$ cat src/sv/bdrb_pkg.sv
// Shared types and constants for the bounded deque ring buffer.
package bdrb_pkg;

  localparam int CAPACITY   = 256;
  localparam int DATA_WIDTH = 32;

  localparam int KIND_W   = 3;
  localparam int WORD_W   = 32;
  localparam int POS_W    = 8;
  localparam int ENT_W    = 9;
  localparam int STATUS_W = 2;

  localparam int IN_DATA_W  = 40;
  localparam int OUT_DATA_W = 112;

  typedef enum logic [KIND_W-1:0] {
    KIND_PUSH_BACK  = 3'd0,
    KIND_PUSH_FRONT = 3'd1,
    KIND_POP_BACK   = 3'd2,
    KIND_POP_FRONT  = 3'd3,
    KIND_READ_AT    = 3'd4
  } kind_e;

  typedef enum logic [STATUS_W-1:0] {
    ST_OK    = 2'd0,
    ST_EMPTY = 2'd1,
    ST_RANGE = 2'd2,
    ST_FULL  = 2'd3
  } status_e;

  typedef struct packed {
    logic we;
    logic re;
  } mem_ctl_t;

endpackage

$ cat src/sv/bdrb_core.sv
// Pointer, count and end-word cache logic with the result register.
module bdrb_core #(
  parameter int CAPACITY   = bdrb_pkg::CAPACITY,
  parameter int DATA_WIDTH = bdrb_pkg::DATA_WIDTH
) (
  input  logic                               clk_i,
  input  logic                               rst_ni,
  input  logic                               adv_i,
  input  bdrb_pkg::kind_e                    kind_i,
  input  logic signed [bdrb_pkg::WORD_W-1:0] value_i,
  input  logic [bdrb_pkg::POS_W-1:0]         pos_i,
  input  logic [DATA_WIDTH-1:0]              rd_i,
  output bdrb_pkg::mem_ctl_t                 mem_o,
  output logic [$clog2(CAPACITY)-1:0]        waddr_o,
  output logic [DATA_WIDTH-1:0]              wdata_o,
  output logic [$clog2(CAPACITY)-1:0]        raddr_o,
  output logic [DATA_WIDTH-1:0]              data_o,
  output logic [DATA_WIDTH-1:0]              front_o,
  output logic [DATA_WIDTH-1:0]              back_o,
  output logic [$clog2(CAPACITY+1)-1:0]      count_o,
  output bdrb_pkg::status_e                  status_o
);

  localparam int PW  = $clog2(CAPACITY);
  localparam int CW  = $clog2(CAPACITY + 1);
  localparam int DW  = DATA_WIDTH;
  localparam int SW  = ((PW > bdrb_pkg::POS_W) ? PW : bdrb_pkg::POS_W) + 1;
  localparam int KW  = (CW > bdrb_pkg::POS_W) ? CW : bdrb_pkg::POS_W;
  localparam logic [PW-1:0] LAST = PW'(CAPACITY - 1);

  function automatic logic [PW-1:0] ptr_inc(input logic [PW-1:0] p);
    ptr_inc = (p == LAST) ? '0 : p + 1'b1;
  endfunction

  function automatic logic [PW-1:0] ptr_dec(input logic [PW-1:0] p);
    ptr_dec = (p == '0) ? LAST : p - 1'b1;
  endfunction

  logic [PW-1:0]      head_q, head_d, tail_q, tail_d;
  logic [CW-1:0]      count_q, count_d;
  logic [DW-1:0]      front_q, front_d, back_q, back_d, data_q, data_d;
  logic               front_mem_q, front_mem_d, back_mem_q, back_mem_d;
  logic               data_mem_q, data_mem_d;
  bdrb_pkg::status_e  status_q, status_d;

  logic [DW-1:0] fc, bc, word;
  logic          full, empty, one;
  logic [SW-1:0] sum, sum_w;
  logic          we_c, re_c;

  assign fc    = front_mem_q ? rd_i : front_q;
  assign bc    = back_mem_q ? rd_i : back_q;
  assign word  = DW'($unsigned(value_i));
  assign full  = (count_q == CW'(CAPACITY));
  assign empty = (count_q == '0);
  assign one   = (count_q == CW'(1));
  assign sum   = SW'(head_q) + SW'(pos_i);
  assign sum_w = (sum >= SW'(CAPACITY)) ? sum - SW'(CAPACITY) : sum;

  always_comb begin
    head_d      = head_q;
    tail_d      = tail_q;
    count_d     = count_q;
    front_d     = fc;
    back_d      = bc;
    front_mem_d = 1'b0;
    back_mem_d  = 1'b0;
    data_d      = '0;
    data_mem_d  = 1'b0;
    status_d    = bdrb_pkg::ST_OK;
    we_c        = 1'b0;
    re_c        = 1'b0;
    waddr_o     = tail_q;
    raddr_o     = head_q;
    case (kind_i)
      bdrb_pkg::KIND_PUSH_BACK: begin
        if (full) begin
          status_d = bdrb_pkg::ST_FULL;
        end else begin
          we_c    = 1'b1;
          waddr_o = tail_q;
          tail_d  = ptr_inc(tail_q);
          count_d = count_q + 1'b1;
          back_d  = word;
          if (empty) begin
            front_d = word;
          end
        end
      end
      bdrb_pkg::KIND_PUSH_FRONT: begin
        if (full) begin
          status_d = bdrb_pkg::ST_FULL;
        end else begin
          we_c    = 1'b1;
          head_d  = ptr_dec(head_q);
          waddr_o = head_d;
          count_d = count_q + 1'b1;
          front_d = word;
          if (empty) begin
            back_d = word;
          end
        end
      end
      bdrb_pkg::KIND_POP_BACK: begin
        if (empty) begin
          status_d = bdrb_pkg::ST_EMPTY;
        end else begin
          tail_d  = ptr_dec(tail_q);
          count_d = count_q - 1'b1;
          data_d  = bc;
          if (!one) begin
            re_c       = 1'b1;
            raddr_o    = ptr_dec(tail_d);
            back_mem_d = 1'b1;
          end
        end
      end
      bdrb_pkg::KIND_POP_FRONT: begin
        if (empty) begin
          status_d = bdrb_pkg::ST_EMPTY;
        end else begin
          head_d  = ptr_inc(head_q);
          count_d = count_q - 1'b1;
          data_d  = fc;
          if (!one) begin
            re_c        = 1'b1;
            raddr_o     = head_d;
            front_mem_d = 1'b1;
          end
        end
      end
      bdrb_pkg::KIND_READ_AT: begin
        if (KW'(pos_i) >= KW'(count_q)) begin
          status_d = bdrb_pkg::ST_RANGE;
        end else begin
          re_c       = 1'b1;
          raddr_o    = sum_w[PW-1:0];
          data_mem_d = 1'b1;
        end
      end
      default: begin
      end
    endcase
  end

  assign mem_o.we = adv_i && we_c;
  assign mem_o.re = adv_i && re_c;
  assign wdata_o  = word;

  always_ff @(posedge clk_i or negedge rst_ni) begin
    if (!rst_ni) begin
      head_q      <= '0;
      tail_q      <= '0;
      count_q     <= '0;
      front_mem_q <= 1'b0;
      back_mem_q  <= 1'b0;
      data_mem_q  <= 1'b0;
      status_q    <= bdrb_pkg::ST_OK;
    end else if (adv_i) begin
      head_q      <= head_d;
      tail_q      <= tail_d;
      count_q     <= count_d;
      front_mem_q <= front_mem_d;
      back_mem_q  <= back_mem_d;
      data_mem_q  <= data_mem_d;
      status_q    <= status_d;
    end
  end

  always_ff @(posedge clk_i) begin
    if (adv_i) begin
      front_q <= front_d;
      back_q  <= back_d;
      data_q  <= data_d;
    end
  end

  assign data_o   = data_mem_q ? rd_i : data_q;
  assign front_o  = (count_q == '0) ? '0 : fc;
  assign back_o   = (count_q == '0) ? '0 : bc;
  assign count_o  = count_q;
  assign status_o = status_q;

endmodule

$ cat config.mk
export PLATFORM = sky130hd
export DESIGN_NAME = bdrb_core
export DESIGN_NICKNAME = d
export VERILOG_FILES = /design/src/sv/bdrb_pkg.sv /design/src/sv/bdrb_core.sv
export SDC_FILE = /design/constraint.sdc
export NUM_CORES = 1
export LEC_CHECK = 0
export BUFFER_PORTS_ARGS = -buffer_cell sky130_fd_sc_hd__buf_2
export CORE_MARGIN = 5
export CORE_UTILIZATION = 45
export DETAILED_ROUTE_END_ITERATION = 10
export GPL_TIMING_DRIVEN = 1
export PLACE_DENSITY_LB_ADDON = 0.25
export SYNTH_ARGS = -nofsm -noshare
export SYNTH_HDL_FRONTEND = slang
export SYNTH_SLANG_ARGS = --single-unit
$ cat constraint.sdc
create_clock -name clk_i -period 3.4 [get_ports clk_i]
set_clock_uncertainty 0.2 [all_clocks]
set_input_delay 0.68 -clock clk_i [delete_from_list [all_inputs] [get_ports clk_i]]
set_output_delay 0.68 -clock clk_i [all_outputs]
set_load 0.02 [all_outputs]
==> out/qor.txt, run 1 <==
Slew Limit Fails = 0
Num CTS Buffers = 17
Synth Flop Type = edfxtp_1
Yosys top cell area share = 33.3%
Post-DR vias/cell = 5.75
Post-synth EDFFs = 96
Worst setup margin = -0.120 ns
Area Growth Syn to Fin = 34.5%
CTS Sinks = 126
Commonest cells in the netlist = nor2_1, a21oi_1, edfxtp_1
Failing checks = negative setup slack
Vias in the first global route = 8,067
Worst slew margin = 46.8%
Rows = 50
Post-Synthesis Cell Area = 8670 um^2
PD cells = 748 nW/um^2
# DRC = 0
Max clock buf depth = 2
DR iter-0 viols = 823
CP endpoint kind = primary output
Worst EP arrival = 2.64 ns
HPWL after DPL = 19,100 um
Largest area contributor in the netlist = edfxtp_1
Total gr overflow = 0
Largest cells by area after synthesis = edfxtp_1, dfrtp_1, mux2i_1
Crit-path max cell delay = 0.58 ns
GRT Util Overall = 25.2%
Via count = 8,326
Max-Cap Viols = 0
Status = finished, violations left
Final-report hold violation count = 0
WL/cell = 19.8 um
# IOs = 235
CP Class = flip-flop to primary output
RSZ-0062 raised after global routing = yes
PortBufs = 234
Worst min path class = input pin to asynchronous set/reset pin
Tcrit/Tclk final = 104%
Die width = 149 um
# fillers = 1,563
Leakage = 4.89 nW
Number of synthesis warnings = 0
Nets = 1,279
Global-route wire length before repair = 44,100 um
CTS tree = done
Die ar. = 22,100 um^2
Hold_ws = 0.105 ns
H-tree depth = 4
Worst-Margin Slew = 0.796 ns
Mapped Cells = 930
Cell mode on critical path = or4b_4
Sequential element share of the synthesized area = 41.9%
VDD IR max = 0.000386 V
Worst-path clk slew = 0.07 ns
Largest net degree at the start of global routing = 65
Hold buffer count at CTS = 0
Total core area = 18,800 um^2
DRT Pass-1 Iters = 8
#FFs+latches synth = 126
Post-Syn Nets = 1,034
Crit start category = flip-flop
GP Congestion = 0.944
Root Buffer = clkbuf_16
Routed wire length = 28,700 um
Initial core utilization = 46.0%
Fraction of layout cells with a size suffix above 1 = 40.1%
CP max stage cell = or4b_4
Fin util = 61.9%
Post-route minimum period = 3.52 ns
Asr flop ratio synth = 23.8%
Required time of the critical path = 2.52 ns
Most common cell in the synthesized netlist = nor2_1
Finish-stage setup viols = 6
Unique masters post-synth = 69
Cell Chain, Critical Path = buf_6 -> or4b_4 -> o32ai_4 -> o32ai_2 -> or4b_4 -> nand4_1 -> buf_4
Antenna viol nets, final = 0
Initial antenna violation count = 1
Syn avg cell area = 9.32 um^2
FMAX = 284 MHz
Crit Path Max Fanout = 4
Die height = 149 um
Clk_lat worst skew = 0.42 ns
-- path summary, 6_finish.rpt --
| kind | from | endpoint | slack [ns] | cells past startpoint |
|---|---|---|---|---|
| min in group clk_i | status_o[0] | status_o[0] | 0.33 | 2 |
| setup reg to reg | count_o[0] | front_q[15] | 0.48 | 9 |
| max in group asynchronous | rst_ni | count_o[2] | 2.36 | 1 |
| setup / recovery | tail_q[1] | raddr_o[1] | -0.12 | 7 |
| hold / removal | rst_ni | head_q[7] | 0.11 | 1 |
| hold reg to reg | status_o[0] | status_o[0] | 0.33 | 2 |
-- layout by cell type, fill, tap and decap left out, drive strengths merged, types with 6 or more instances in the layout --
| cell type | instances |
|---|---|
| buf | 323 |
| nor2 | 151 |
| a21oi | 103 |
| edfxtp | 96 |
| mux2i | 67 |
| nand2 | 51 |
| o22ai | 37 |
| mux2 | 35 |
| o21ai | 34 |
| inv | 34 |
| dfrtp | 30 |
| ha | 25 |
| xnor2 | 20 |
| nor3 | 19 |
| clkbuf | 18 |
| nand3 | 18 |
| xor2 | 12 |
| nand2b | 10 |
| and3 | 9 |
| nor4 | 6 |
| a211oi | 6 |
-- final cells by class --
cell class / instances / area [um^2] / share of cell area [%]
antenna: 1 / 2.50 / 0.0215
clock buffer: 17 / 425 / 3.65
clock inverter: 15 / 159 / 1.36
inverter: 21 / 78.8 / 0.676
multi-input combinational: 685 / 4830 / 41.4
sequential: 126 / 3640 / 31.2
tap: 260 / 325 / 2.79
timing repair buffer: 324 / 2200 / 18.8
-- power breakdown --
part | leakage, nW | internal, W | switching, W
Sequential | 1.31 | 0.00199 | 0.000245
Clock | 0.292 | 0.000991 | 0.000841
Combinational | 3.28 | 0.00196 | 0.00268
Total | 4.89 | 0.00494 | 0.00377
-- critical path: cells and delay by family (launching register included) --
family          cells  cell delay [ns]
compound gates      2             0.30
buf+inv             2             0.30
flops               1             0.40
simple gates        3             1.22
-- state kept, by name (all words and copies together) (netlist names) --
| signal | flops |
|---|---|
| back_q | 32 |
| head_q | 8 |
| data_mem_q | 1 |
| data_q | 32 |
| count_o | 9 |
| status_o | 2 |
| back_mem_q | 1 |
| front_mem_q | 1 |
| front_q | 32 |
| tail_q | 8 |
-- through the flow --
step	instance area (um^2)	setup slack [ns]	total power [W]	std cells	setup TNS [ns]
finish	11700	-0.120	0.00871	1449	-0.415
global route	11700	-0.217	0.00918	1449	-2.21
CTS	11300	-0.0821	0.00844	1441	-0.865
detailed placement	10200	0.0258	0.00607	1382	0
global placement	10200	0.0407	0.00602	1382	0
floorplan	8670	0.107	0.00474	930	0
-- logic make-up (layout without fill, tap and decap cells) --
family | count (synthesis) | in the layout | share of synthesized area [%]
and+or+nand+nor | 301 | 301 | 16.1
AOI/OAI and AO/OA | 224 | 224 | 15.4
DFF | 126 | 126 | 41.9
buffers and inverters | 119 | 377 | 7.22
muxes | 102 | 102 | 12.3
xor gates and xnor gates | 32 | 32 | 3.23
adders and majority gates | 26 | 26 | 3.84
other | 0 | 1 | 0
-- per-layer routing --
| metal | up-vias | track usage (%) | wire [um] |
|---|---|---|---|
| met1 | 3977 | 33.8 | 12000 |
| met5 | - | 0 | 0 |
| met4 | 0 | 7.51 | 530 |
| met2 | 420 | 41.4 | 13900 |
| li1 | 3869 | - | - |
| met3 | 60 | 5.20 | 2300 |
-- what timing repair did --
action	in CTS	in global routing
resized for setup	90	76
pin swaps	16	26
setup buffers	23	8
gates cloned	4	1
endpoints found under the setup margin	80	81
Note: power is estimated with default switching activity, not from simulation.
==> run 2: changes to the inputs <==
--- a/config.mk
+++ b/config.mk
@@ -6,8 +6,10 @@
 export NUM_CORES = 1
 export LEC_CHECK = 0
 export BUFFER_PORTS_ARGS = -buffer_cell sky130_fd_sc_hd__buf_2
+export CELL_PAD_IN_SITES_DETAIL_PLACEMENT = 0
+export CELL_PAD_IN_SITES_GLOBAL_PLACEMENT = 1
 export CORE_MARGIN = 5
-export CORE_UTILIZATION = 45
+export CORE_UTILIZATION = 36
 export DETAILED_ROUTE_END_ITERATION = 10
 export GPL_TIMING_DRIVEN = 1
 export PLACE_DENSITY_LB_ADDON = 0.25
==> out/qor.txt, run 2 (synthesized netlist as in run 1, its figures left out) <==
GP Congestion = 0.840 (-11%)
Global-route wire length before repair = 44,800 um (+1.5%)
Fraction of layout cells with a size suffix above 1 = 45.7% (+5.6 points)
# IOs = 235 (unchanged)
Cell mode on critical path = buf_4
Leakage = 5.10 nW (+4.3%)
Worst-path clk slew = 0.06 ns (about the same)
# DRC = 0 (unchanged)
Clk_lat worst skew = 0.43 ns (about the same)
Setup slack, reg-to-reg = 0.57 ns (+0.09 ns)
Combinational group share of total power = 56.2% (+2.9 points)
Crit Path Max Fanout = 4 (unchanged)
Worst r2r path cells = 9 (unchanged)
CTS tree = done
Post-route minimum period = 3.50 ns (-0.0214 ns)
Root Buffer = clkbuf_16
Cell Chain, Critical Path = inv_2 -> ha_4 -> nor3b_4 -> nor3_2 -> buf_4 -> o32ai_4 -> buf_6 -> nor3_1 -> nand3b_1 -> o2111ai_1 -> buf_4
Most common cell after layout, fill and taps aside = buf_2
Total gr overflow = 0 (unchanged)
Area Growth Syn to Fin = 43.0%
DRT Pass-1 Iters = 5 (-3)
Antenna viol nets, final = 0 (unchanged)
Worst min path class = input pin to asynchronous set/reset pin
VDD IR max = 0.000289 V (-25%)
Reg2reg end = tail_q[2]
Worst setup margin = -0.0991 ns (+0.0214 ns)
Num CTS Buffers = 17 (unchanged)
Final Non-Filler Cells = 1,534 (+5.9%)
P_sw = 0.00391 W (+3.8%)
Top flop regs = back_q: 32 flops, data_q: 32 flops, front_q: 32 flops
Via count = 8,173 (-1.8%)
PD cells = 746 nW/um^2 (-0.16%)
Vias in the first global route = 7,953 (-1.4%)
Crit-path max cell delay = 0.43 ns (-0.15 ns)
RSZ-0062 raised after global routing = yes
Worst-Margin Slew = 0.871 ns (+0.0750 ns)
Routed wire length = 30,500 um (+6.1%)
Placed cells = 1,450 (+4.9%)
# fillers = 2,184 (+40%)
HPWL after DPL = 20,100 um (+5.0%)
Failing checks = negative setup slack
CP Class = flip-flop to primary output
GRT Util Overall = 21.1% (-4.1 points)
FMAX = 286 MHz (+0.61%)
Hold_ws = 0.123 ns (+0.0180 ns)
WL/cell = 19.9 um (+0.24%)
Worst slew margin = 41.9% (-4.9 points)
Crit start category = flip-flop
CTS Sinks = 126 (unchanged)
Sw Share = 42.3% (-0.98 points)
Clock power frac = 19.4% (-1.6 points)
Die width = 165 um (+11%)
PortBufs = 234 (unchanged)
Initial antenna violation count = 2 (+1)
Most frequent cells in the layout = buf_2, buf_4, nor2_1
CP endpoint kind = primary output
Final-report hold violation count = 0 (unchanged)
Fin util = 52.5% (-9.4 points)
Largest net degree at the start of global routing = 65 (unchanged)
Post-DR vias/cell = 5.33 (-7.3%)
Required time of the critical path = 2.52 ns (about the same)
Cell internal pwr = 0.00534 W (+8.0%)
Nets = 1,306 (+2.1%)
H-tree depth = 4 (unchanged)
Finish-stage setup viols = 6 (unchanged)
Max clock buf depth = 2 (unchanged)
Total core area = 23,600 um^2 (+25%)
Worst EP arrival = 2.62 ns (-0.02 ns)
Die height = 165 um (+11%)
Pre-CTS setup slack = -0.0209 ns (-0.0468 ns)
Launch point of the worst reg-to-reg path = count_o[0]
DR iter-0 viols = 531 (-35%)
Tcrit/Tclk final = 103% (-0.63 points)
Status = finished, violations left
Rows = 56 (+12%)
Sequential fraction of design power = 24.4% (-1.3 points)
Die ar. = 27,300 um^2 (+23%)
CP max stage cell = dfrtp_1
Initial core utilization = 36.7% (-9.3 points)
Max-Cap Viols = 0 (unchanged)
Slew Limit Fails = 0 (unchanged)
==> run 2: worst max-delay path by stage <==
stage / to / from / slack (ns)
floorplan: raddr_o[3] / tail_q[0] / 0.11
global placement: raddr_o[7] / pos_i[1] / 0.03
detailed placement: raddr_o[7] / pos_i[1] / -0.02
CTS: raddr_o[3] / count_o[5] / -0.09
global route: raddr_o[6] / tail_q[1] / -0.17
finish: raddr_o[6] / tail_q[1] / -0.1
==> run 2: area by class of cell <==
class / instances / area [um^2] / area share (%)
well taps: 319 / 399 / 3.22
flip-flops and latches: 126 / 3640 / 29.4
repair buffers: 350 / 2640 / 21.3
clock buffers: 17 / 425 / 3.43
inverters: 21 / 78.8 / 0.636
diodes: 1 / 2.50 / 0.0202
multi-input cells: 686 / 5070 / 40.9
clock inverters: 14 / 133 / 1.07
==> run 2: routing by layer <==
metal	GRT usage [%]	wire [um]	up-vias
met1	28.7	13400	3952
met5	0	27	-
li1	-	-	3921
met3	4.77	1870	34
met2	34.4	14800	262
met4	5.03	401	4
==> run 2: timing repair <==
action                     4_1_cts  5_1_grt
buffers inserted                30       15
gates resized for setup         96      200
setup endpoints to repair       81       68
gates cloned                     3        7
pin swaps                       35       49
hold buffers                     0        0
==> run 2: metrics by stage <==
step	total power (W)	setup TNS (ns)	area (um^2)
detailed placement	0.00615	-0.0209	10300
global placement	0.00613	0	10300
finish	0.00925	-0.384	12400
global route	0.00977	-2.46	12400
CTS	0.00861	-0.864	11500
floorplan	0.00474	0	8670
==> run 2: power by group through the flow <==
stage                     sequential [W]  combinational [W]  clock, W
after CTS                        0.00225            0.00454   0.00182
after detailed placement         0.00225            0.00390         0
after floorplan                  0.00225            0.00250         0
after global placement           0.00225            0.00388         0
after global routing             0.00229            0.00559   0.00189
final                            0.00225            0.00520   0.00180
==> run 2: critical path, delay by kind of cell (launching register included) <==
family | cells | cell delay, ns
buffers and inverters | 4 | 0.64
and+or+nand+nor | 4 | 0.54
DFF | 1 | 0.43
AOI/OAI and AO/OA | 2 | 0.43
adders and majority gates | 1 | 0.16
